$ cat config.mk
export PLATFORM = sky130hd
export DESIGN_NAME = data_run_list_decoder
export DESIGN_NICKNAME = d
export VERILOG_FILES = /design/src/rtl/core/drld_pkg.sv /design/src/rtl/core/data_run_list_decoder.sv
export SDC_FILE = /design/constraint.sdc
export NUM_CORES = 1
export LEC_CHECK = 0
export ABC_AREA = 1
export BUFFER_PORTS_ARGS = -buffer_cell sky130_fd_sc_hd__clkbuf_2
export CAP_MARGIN = 20
export CORE_ASPECT_RATIO = 1.75
export CORE_MARGIN = 5
export CORE_UTILIZATION = 50
export CTS_CLUSTER_SIZE = 30
export DETAILED_ROUTE_END_ITERATION = 16
export GPL_TIMING_DRIVEN = 0
export PLACE_DENSITY_LB_ADDON = 0.2
export REMOVE_ABC_BUFFERS = 1
export SYNTH_ARGS = -nofsm -noshare
export SYNTH_HDL_FRONTEND = slang
export SYNTH_SLANG_ARGS = --single-unit
$ cat constraint.sdc
create_clock -name clk -period 14.3 [get_ports clk]
set_input_delay 2.145 -clock clk [delete_from_list [all_inputs] [get_ports clk]]
set_output_delay 2.145 -clock clk [all_outputs]
set_load 0.02 [all_outputs]
$ cat src/rtl/core/drld_pkg.sv
// Package for the data run list decoder: beat structs, parse phase codes
// and the delta sign-extension helper. No dependencies.
`default_nettype none

package drld_pkg;

    localparam int unsigned MAX_FIELD_BYTES = 8;
    localparam int unsigned SIZE_W          = 4;
    localparam int unsigned WORD_W          = 64;

    typedef enum logic [1:0] {
        PHASE_HEADER = 2'd0,
        PHASE_LENGTH = 2'd1,
        PHASE_OFFSET = 2'd2
    } phase_t;

    typedef struct packed {
        logic [7:0] run_byte;
        logic       list_start;
    } run_beat_t;

    typedef struct packed {
        logic [WORD_W-1:0] run_length;
        logic [WORD_W-1:0] start_cluster;
        logic              sparse_run;
        logic              end_of_list;
        logic              size_error;
    } result_beat_t;

    // Sign-extends a little-endian delta of size bytes (1 to 8) to 64 bits.
    // Bytes at and above size are known to be zero in the input value.
    function automatic logic [WORD_W-1:0] sign_extend(
        input logic [WORD_W-1:0] value,
        input logic [SIZE_W-1:0] size
    );
        logic              sign;
        logic [WORD_W-1:0] result;
        sign   = 1'b0;
        result = value;
        for (int i = 0; i < MAX_FIELD_BYTES; i++) begin
            if (size == SIZE_W'(i + 1)) begin
                sign = value[8*i+7];
            end
        end
        for (int i = 0; i < MAX_FIELD_BYTES; i++) begin
            if (SIZE_W'(i) >= size) begin
                result[8*i +: 8] = {8{sign}};
            end
        end
        return result;
    endfunction

endpackage

`default_nettype wire

$ cat src/rtl/core/data_run_list_decoder.sv
// Data run list decoder: parses a mapping-pairs run list one byte per beat.
// Depends on drld_pkg for the beat structs, phase codes and sign extension.
//
// Usage:
// The run channel (run_valid, run_stall, run_data) carries one list byte per
// beat; list_start marks the first byte of a new list and clears the running
// cluster. The result channel (result_valid, result_stall, result_data)
// carries one beat for each finished run, for the zero header byte that ends
// a list, and for a header whose field size exceeds eight bytes.
// A byte is accepted in every cycle the result register can take a beat:
// run_stall is high only while a result is held and result_stall is high.
// The result of a byte appears in the result register in the cycle after the
// byte is accepted. The longest path is the 64-bit add of the sign-extended
// delta into the running cluster, done in the cycle of the last offset byte.
// Bytes that arrive after the end of a list, without list_start, are
// swallowed without a result. Reset returns the parser to the header phase
// with a zero running cluster and an empty result register.
`default_nettype none

module data_run_list_decoder (
    input  wire logic                   clk,
    input  wire logic                   rst_n,
    input  wire logic                   run_valid,
    output logic                        run_stall,
    input  wire drld_pkg::run_beat_t    run_data,
    output logic                        result_valid,
    input  wire logic                   result_stall,
    output drld_pkg::result_beat_t      result_data
);

    drld_pkg::phase_t                      phase_reg, phase_next;
    logic [drld_pkg::SIZE_W-1:0]           len_size_reg, len_size_next;
    logic [drld_pkg::SIZE_W-1:0]           off_size_reg, off_size_next;
    logic [drld_pkg::SIZE_W-1:0]           pos_reg, pos_next;
    logic [drld_pkg::WORD_W-1:0]           len_acc_reg, len_acc_next;
    logic [drld_pkg::WORD_W-1:0]           delta_acc_reg, delta_acc_next;
    logic [drld_pkg::WORD_W-1:0]           running_reg, running_next;
    logic                                  finished_reg, finished_next;
    logic                                  result_valid_reg, result_valid_next;
    drld_pkg::result_beat_t                result_data_reg, result_data_next;

    logic                                  accept;
    logic [7:0]                            b;
    drld_pkg::phase_t                      eff_phase;
    logic                                  eff_finished;
    logic [drld_pkg::WORD_W-1:0]           eff_running;
    logic [drld_pkg::WORD_W-1:0]           byte_shifted;
    logic [drld_pkg::WORD_W-1:0]           len_merged;
    logic [drld_pkg::WORD_W-1:0]           delta_merged;
    logic [drld_pkg::WORD_W-1:0]           cluster_sum;
    logic [drld_pkg::SIZE_W-1:0]           pos_inc;
    logic                                  len_done;
    logic                                  off_done;
    logic                                  hdr_err;

    assign run_stall    = result_valid_reg && result_stall;
    assign accept       = run_valid && !run_stall;
    assign b            = run_data.run_byte;
    assign result_valid = result_valid_reg;
    assign result_data  = result_data_reg;

    // A list_start beat is parsed as a header of a fresh list.
    assign eff_phase    = run_data.list_start ? drld_pkg::PHASE_HEADER : phase_reg;
    assign eff_finished = run_data.list_start ? 1'b0 : finished_reg;
    assign eff_running  = run_data.list_start ? '0 : running_reg;

    assign byte_shifted = drld_pkg::WORD_W'(b) << {pos_reg[2:0], 3'b000};
    assign len_merged   = len_acc_reg | byte_shifted;
    assign delta_merged = delta_acc_reg | byte_shifted;
    assign pos_inc      = pos_reg + drld_pkg::SIZE_W'(1);
    assign len_done     = pos_inc >= len_size_reg;
    assign off_done     = pos_inc >= off_size_reg;
    assign cluster_sum  = running_reg + drld_pkg::sign_extend(delta_merged, off_size_reg);
    assign hdr_err      = (b[3:0] > drld_pkg::SIZE_W'(drld_pkg::MAX_FIELD_BYTES))
                       || (b[7:4] > drld_pkg::SIZE_W'(drld_pkg::MAX_FIELD_BYTES));

    always_comb
    begin : phase_logic
        phase_next = phase_reg;
        if (accept)
        begin
            phase_next = eff_phase;
            if (!eff_finished)
            begin
                case (eff_phase)
                    drld_pkg::PHASE_LENGTH:
                    begin
                        if (len_done)
                        begin
                            phase_next = (off_size_reg == '0) ? drld_pkg::PHASE_HEADER
                                                               : drld_pkg::PHASE_OFFSET;
                        end
                    end
                    drld_pkg::PHASE_OFFSET:
                    begin
                        if (off_done)
                        begin
                            phase_next = drld_pkg::PHASE_HEADER;
                        end
                    end
                    drld_pkg::PHASE_HEADER:
                    begin
                        if (b == 8'd0 || hdr_err)
                        begin
                            phase_next = drld_pkg::PHASE_HEADER;
                        end
                        else if (b[3:0] != '0)
                        begin
                            phase_next = drld_pkg::PHASE_LENGTH;
                        end
                        else
                        begin
                            phase_next = drld_pkg::PHASE_OFFSET;
                        end
                    end
                    default:
                    begin
                        phase_next = drld_pkg::PHASE_HEADER;
                    end
                endcase
            end
        end
    end

    always_comb
    begin : datapath_logic
        len_size_next     = len_size_reg;
        off_size_next     = off_size_reg;
        pos_next          = pos_reg;
        len_acc_next      = len_acc_reg;
        delta_acc_next    = delta_acc_reg;
        running_next      = running_reg;
        finished_next     = finished_reg;
        result_valid_next = result_valid_reg && result_stall;
        result_data_next  = result_data_reg;

        if (accept)
        begin
            running_next  = eff_running;
            finished_next = eff_finished;
            if (run_data.list_start)
            begin
                pos_next = '0;
            end
            if (!eff_finished)
            begin
                case (eff_phase)
                    drld_pkg::PHASE_LENGTH:
                    begin
                        len_acc_next = len_merged;
                        pos_next     = pos_inc;
                        if (len_done)
                        begin
                            pos_next = '0;
                            if (off_size_reg == '0)
                            begin
                                result_valid_next              = 1'b1;
                                result_data_next.run_length    = len_merged;
                                result_data_next.start_cluster = running_reg;
                                result_data_next.sparse_run    = 1'b1;
                                result_data_next.end_of_list   = 1'b0;
                                result_data_next.size_error    = 1'b0;
                            end
                        end
                    end
                    drld_pkg::PHASE_OFFSET:
                    begin
                        delta_acc_next = delta_merged;
                        pos_next       = pos_inc;
                        if (off_done)
                        begin
                            pos_next                       = '0;
                            running_next                   = cluster_sum;
                            result_valid_next              = 1'b1;
                            result_data_next.run_length    = len_acc_reg;
                            result_data_next.start_cluster = cluster_sum;
                            result_data_next.sparse_run    = 1'b0;
                            result_data_next.end_of_list   = 1'b0;
                            result_data_next.size_error    = 1'b0;
                        end
                    end
                    default:
                    begin
                        if (b == 8'd0)
                        begin
                            finished_next                  = 1'b1;
                            result_valid_next              = 1'b1;
                            result_data_next.run_length    = '0;
                            result_data_next.start_cluster = '0;
                            result_data_next.sparse_run    = 1'b0;
                            result_data_next.end_of_list   = 1'b1;
                            result_data_next.size_error    = 1'b0;
                        end
                        else
                        begin
                            len_size_next  = b[3:0];
                            off_size_next  = b[7:4];
                            len_acc_next   = '0;
                            delta_acc_next = '0;
                            pos_next       = '0;
                            if (hdr_err)
                            begin
                                finished_next                  = 1'b1;
                                result_valid_next              = 1'b1;
                                result_data_next.run_length    = '0;
                                result_data_next.start_cluster = '0;
                                result_data_next.sparse_run    = 1'b0;
                                result_data_next.end_of_list   = 1'b0;
                                result_data_next.size_error    = 1'b1;
                            end
                        end
                    end
                endcase
            end
        end
    end

    always_ff @(posedge clk or negedge rst_n)
    begin
        if (!rst_n)
        begin
            phase_reg        <= drld_pkg::PHASE_HEADER;
            len_size_reg     <= '0;
            off_size_reg     <= '0;
            pos_reg          <= '0;
            len_acc_reg      <= '0;
            delta_acc_reg    <= '0;
            running_reg      <= '0;
            finished_reg     <= 1'b0;
            result_valid_reg <= 1'b0;
        end
        else
        begin
            phase_reg        <= phase_next;
            len_size_reg     <= len_size_next;
            off_size_reg     <= off_size_next;
            pos_reg          <= pos_next;
            len_acc_reg      <= len_acc_next;
            delta_acc_reg    <= delta_acc_next;
            running_reg      <= running_next;
            finished_reg     <= finished_next;
            result_valid_reg <= result_valid_next;
        end
    end

    always_ff @(posedge clk)
    begin
        result_data_reg <= result_data_next;
    end

`ifndef SYNTHESIS
    // The input side only waits on a held result beat.
    assert property (@(posedge clk) disable iff (!rst_n)
        run_stall |-> result_valid_reg)
        else $error("run_stall raised without a pending result beat");

    // While collecting length bytes the position stays inside the field.
    assert property (@(posedge clk) disable iff (!rst_n)
        (phase_reg == drld_pkg::PHASE_LENGTH) |-> (pos_reg < len_size_reg))
        else $error("length byte position beyond field size");

    // The offset phase is only entered for a nonzero offset field.
    assert property (@(posedge clk) disable iff (!rst_n)
        (phase_reg == drld_pkg::PHASE_OFFSET)
            |-> (off_size_reg != '0 && pos_reg < off_size_reg))
        else $error("offset phase with empty or overrun offset field");

    // A finished list always parks the parser in the header phase.
    assert property (@(posedge clk) disable iff (!rst_n)
        finished_reg |-> (phase_reg == drld_pkg::PHASE_HEADER))
        else $error("list finished outside header phase");

    // End and error beats carry zero length and cluster.
    assert property (@(posedge clk) disable iff (!rst_n)
        (result_valid_reg && (result_data_reg.end_of_list || result_data_reg.size_error))
            |-> (result_data_reg.run_length == '0 && result_data_reg.start_cluster == '0))
        else $error("terminating result beat carries run data");
`endif

endmodule

`default_nettype wire

# --- Word level (Yosys, flattened, before mapping) ---
# Index checks and enable logic that the tools add are counted.
op_classes:
  muxes: 56
  eq_ne: 15
  shift: 1
  n_lt_le_gt_ge: 12
  n_bitwise: 7
  add_sub_neg: 2
  n_reduce_logical: 15
ops:
  columns: ["op", "n"]
  rows:
  - ["131-bit two-way mux", 5]
  - ["64-bit two-way mux", 5]
  - ["131-bit case mux with 2 select lines", 1]
  - ["64-bit case mux with 2 select lines", 2]
  - ["64-bit bitwise OR", 2]
  - ["64-bit adder", 1]
  - ["8-bit two-way mux", 8]
  - ["8-bit by 6-bit left shift with 64-bit output", 1]
  - ["1-bit two-way mux", 20]
  - ["4-bit two-way mux", 5]
  - ["4-bit by 3-bit == test with 1-bit output, second input constant", 4]
  - ["3-bit by 4-bit greater-or-equal comparator with 1-bit output, first input constant", 4]
  - ["2-bit two-way mux", 7]
  - ["4-bit AND reduction", 3]
  - ["4-bit by 2-bit == test with 1-bit output, second input constant", 2]
  - ["1-bit by 4-bit greater-or-equal comparator with 1-bit output, first input constant", 2]
  - ["2-bit by 4-bit greater-or-equal comparator with 1-bit output, first input constant", 2]
  - ["4-bit greater-or-equal comparator", 2]
  - ["4-bit greater-than comparator, second input constant", 2]
  - ["8-bit logical NOT", 1]
  - ["4-bit case mux with 2 select lines", 1]
  - ["4-bit nonzero test", 2]
  - ["2-bit != test, second input constant", 3]
  - ["2-bit case mux with 3 select lines", 1]
  - ["other kinds (15)", 22]
word_totals:
  wordCells: 122
  reg_bits: 339
  in_bits: 13
  output_inout_bits: 133

# --- Logic depth before layout (Yosys ltp) ---
logic_depth:
  word_depth: 15
  depth_mapped: 31
  ltp_nobuf: 30

# --- Worst setup path before layout ---
# No wires, ideal clock.
synth_path:
  kind: "input-to-reg"
  from: "in run_data[0] (netlist name)"
  to: "reg result_data_reg, in the netlist result_data[0], enable pin"
  path_buffers: 2
  arrival_time_ps: 6294
  t_required_ps: 13794
  slack_ps: 7500
  path_stages: 8
  setup_ps: 506
  path_cell_list: "nor2_1 -> inv_1 -> ha_1 -> buf_2 -> inv_1 -> clkbuf_1 -> a21oi_1 -> and3b_1"
synth_between:
  elab_chain_len: 4
  elab_cells_between_ends: 10
  classes_between: "5 x eq/ne; 2 x mux; 1 x bitwise; 2 x reduce/logical"
synth_rtl:
  columns: ["element", "line_no", "rtl"]
  rows:
  - ["start, declared", "data_run_list_decoder.sv:25", "input wire drld_pkg::run_beat_t run_data,"]
  - ["2-bit two-way mux", "data_run_list_decoder.sv:63", "assign eff_phase = run_data.list_start ? drld_pkg::PHASE_HEADER : phase_reg;"]
  - ["2-bit by 1-bit == test with 1-bit output / 2-bit == test (equally long branches)", "data_run_list_decoder.sv:147", "case (eff_phase)"]
  - ["2-bit != test (no line) / 4-bit nonzero test (equally long branches)", null, null]
  - ["6-bit AND reduction (no line) (*)", null, null]
  - ["end signal, assigned", "data_run_list_decoder.sv:248", "result_data_reg <= result_data_next;"]
  - ["end, declared", "data_run_list_decoder.sv:40", "drld_pkg::result_beat_t result_data_reg, result_data_next;"]
# Every way passes the cells marked *; elsewhere a longest branch is shown, timed or not.
# A chain may end at the register's enable or synchronous reset.

# --- Worst setup path in the final report ---
layout_path:
  from: "in run_data[8] (netlist name)"
  to: "reg result_data_reg, in the netlist result_data[30] (data pin)"
layout_between:
  elab_chain_len: 14
  elab_cells_between_ends: 19
  classes_between: "1 x add/sub; 1 x shift; 15 x mux; 1 x bitwise; 1 x reduce/logical"
layout_rtl:
  columns: ["element", "line_no", "rtl"]
  rows:
  - ["8-bit by 6-bit left shift with 64-bit output", "data_run_list_decoder.sv:67", "assign byte_shifted = drld_pkg::WORD_W'(b) << {pos_reg[2:0], 3'b000};"]
  - ["64-bit bitwise OR", "data_run_list_decoder.sv:69", "assign delta_merged = delta_acc_reg | byte_shifted;"]
  - ["1-bit two-way mux (8 in a row)", "drld_pkg.sv:41", "if (size == SIZE_W'(i + 1)) begin"]
  - ["8-bit two-way mux", "drld_pkg.sv:46", "if (SIZE_W'(i) >= size) begin"]
  - ["64-bit adder", "data_run_list_decoder.sv:73", "assign cluster_sum = running_reg + drld_pkg::sign_extend(delta_merged, off_size_reg);"]
  - ["131-bit two-way mux", "data_run_list_decoder.sv:170", "if (off_done)"]
  - ["131-bit case mux with 2 select lines (*)", "data_run_list_decoder.sv:147", null]
# Every way passes the cells marked *; elsewhere a longest branch is shown, timed or not. The select of a mux whose other input is x is not followed.

==> impl_metrics.yaml <==
status:
  status: "finished, final reports clean"
timing:
  min_period_ps: 6080
  final-hold-violation-count: 0
  finalCritPeriodShare_pct: 42.5
  hold-worst-slack_ps: 490
  drv_slew: 0
  worst_pin_slew_ps: 968
  setup_tns_ps: 0
  slew_headroom_pct: 35.5
  rsz0062_at_grt: "false"
  skew_ps: 24.7
  fmax_mhz: 164
  finalSetupViolCount: 0
global_route:
  gr-total-overflow: 0
  grt_max_degree: 97
  grt_use_total_pct: 31.1
  grt_pass1_vias: 20000
  antenna_found_initial: 0
  grt_pass1_wl_um: 115000
floorplan:
  die-area_um2: 47600
  die_x_um: 167
  row_count: 100
  pin_count: 146
  start_util_pct: 50.6
  core-area_um2: 42700
  die_h_um: 285
worst_setup_path:
  endpoint_kind: "register"
  start_kind: "input port"
  crit_type: "input port to register"
  r2r_cells: 25
  crit_fanout: 8
  cp_data_required_time_ps: 14560
  worstPathArrival_ps: 6340
placed_design:
  dp.cells: 3551
  dp_hpwl_um: 58100
  place_congestion: 0.965
  io_buffers: 145
  placed_cell_area_um2: 23000
pwr:
  p_per_area_nw_per_um2: 264
  seqPwrFrac_pct: 21.5
  power.switching_mw: 3.50
  p_total_mw: 6.39
  p_int_mw: 2.89
  p_leak_nw: 10.6
  power_frac_comb_pct: 63.0
  switching_share_pct: 54.8
  ir_worst_vdd_v: 0.000178
  clockPowerShare_pct: 15.5
layout:
  layout-drive-gt1-share_pct: 10.4
  area_growth_pct: 12.1
  instances_no_fill: 3615
  num-fill-cells: 4057
  antenna_cells_inserted: 0
  fin_area_um2: 24200
  largest_register_ffs: 131
  num-nets-final: 3118
routing:
  routed_wirelength_um: 76500
  vias: 20700
  ant_nets: 0
  drc: 0
  wl_per_cell_um: 21.2
  dr.pass1.iters: 6
  drtIter0Drc: 1863
  via_per_inst: 5.72
logic_synthesis:
  syn_area_per_cell_um2: 7.31
  synth_largest_area_cell: "dfrtp_1"
  ys_types: 49
  async_flop_share_pct: 61.4
  synth_edf_count: 131
  synth_top_area_share_pct: 24.1
  synth-seq-cells: 339
  synthCells: 2951
  synth_ff_type: "dfrtp_1"
  netlist_top_cells_area: "dfrtp_1, edfxtp_1, nand2_1"
  yosys_warnings: 0
  syn_area_um2: 21600
  ys_seq_area_share_pct: 42.4
clock_tree:
  insertion_delay_ps: 560
  clockBufferDepth: 3
  cts_resized: 0
  cts_tree: "built"
  clkTransAtPathRegs_ps: 60
  htreeDepth: 2
  cts_setup_buffers: 0
  root_buffer: "clkbuf_16"
  ctsHoldBuffers: 0
  cts_inserted_buffers: 35
  clock_sinks: 339
job:
  drv_cap: 0
min_path:
  holdCritPathClass: "register to register"
  holdPathStages: 2
==> kinds of logic after synthesis <==
kind of cell | count (synthesis) | synth area share [%]
XOR/XNOR | 26 | 1.06
AO/OA/AOI/OAI | 707 | 17.6
buffers and inverters | 555 | 9.93
adder cells (fa/ha/maj) | 77 | 4.50
flip-flops | 339 | 42.4
AND/OR/NAND/NOR | 1247 | 24.6
==> path summary, 6_finish.rpt <==
path	startpoint	endpoint	slack, ps
min in group asynchronous	rst_n	running_reg[20]	1490
max in group asynchronous	rst_n	len_acc_reg[32]	11600
max reg2reg	pos_reg[2]	result_data[39]	8740
max	run_data[8]	result_data[30]	8220
min reg2reg	len_size_reg[1]	len_size_reg[1]	490
min	len_size_reg[1]	len_size_reg[1]	490
==> area by class of cell <==
cell class / instances / area (µm²) / area share (%)
multi-input cells: 2057 / 10300 / 42.8
flip-flops and latches: 339 / 9140 / 37.8
inverters: 429 / 1620 / 6.69
repair buffers: 166 / 1190 / 4.93
clock buffers: 45 / 923 / 3.82
well taps: 561 / 702 / 2.90
clock inverters: 18 / 274 / 1.13
==> cells in the final DEF (no fill, tap or decap), types with 11 or more instances in the layout <==
master,Yosys,final
a21oi_1,345,345
nand3b_1,12,12
a31oi_1,63,63
nand2_2,15,15
o211ai_1,11,11
xor2_1,21,21
nand2_1,598,597
clkbuf_2,0,144
nand3_1,205,205
clkbuf_16,0,35
o21ai_0,215,215
ha_1,76,74
dfrtp_1,208,208
inv_1,409,407
inv_2,19,19
o21bai_1,18,18
edfxtp_1,131,131
nor2_1,323,323
nor2_2,16,15
o21ai_1,25,25
or2_2,11,11
nand4_1,17,17
nor3_1,24,24
==> per-stage QoR <==
stage | util, % | setup WS, ps
floorplan | - | 4880
global placement | 52.7 | -2870
detailed placement | 53.9 | 7860
CTS | 56.7 | 8420
global route | 56.7 | 8070
finish | 56.7 | 8220
==> Yosys cell counts (25+ instances only) <==
cell	instances
ha_1	76
edfxtp_1	131
dfrtp_1	208
nand2_1	598
a21oi_1	345
o21ai_1	25
clkbuf_1	87
buf_2	32
nand3_1	205
inv_1	409
nor2_1	323
a31oi_1	63
o21ai_0	215
==> power groups by stage <==
stage               registers (mW)  clock network, mW  logic, mW
floorplan                     1.41                  0       2.52
global placement              1.40                  0       3.87
detailed placement            1.39                  0       3.94
CTS                           1.37              0.997       3.96
global route                  1.39               1.04       4.35
finish                        1.37              0.988       4.03
==> metal layers <==
metal / vias up / track usage, % / part of all wire [%]
li1: 9847 / - / -
met2: 819 / 56.3 / 51
met4: 0 / 17.0 / 6.7
met3: 197 / 3.35 / 5.8
met5: - / 0 / 0
met1: 9800 / 35.7 / 37
==> worst max-delay path: stages <==
cell      delay, ps
clkbuf_2        130
inv_1           130
nor2_2          150
nand3_1         230
nand3_1         180
nand2_1          70
a21oi_1         120
nand2_1         100
nand2_1         130
nor2_1           60
inv_1           190
o21ai_0         130
inv_1           100
ha_1            280
a21oi_1         340
nand2_1         200
a21oi_1         640
o21ai_1         210
a21o_1          330
or2_1           270
nand3_1          70
a21oi_1         130
Note: power is estimated with default switching activity, not from simulation.
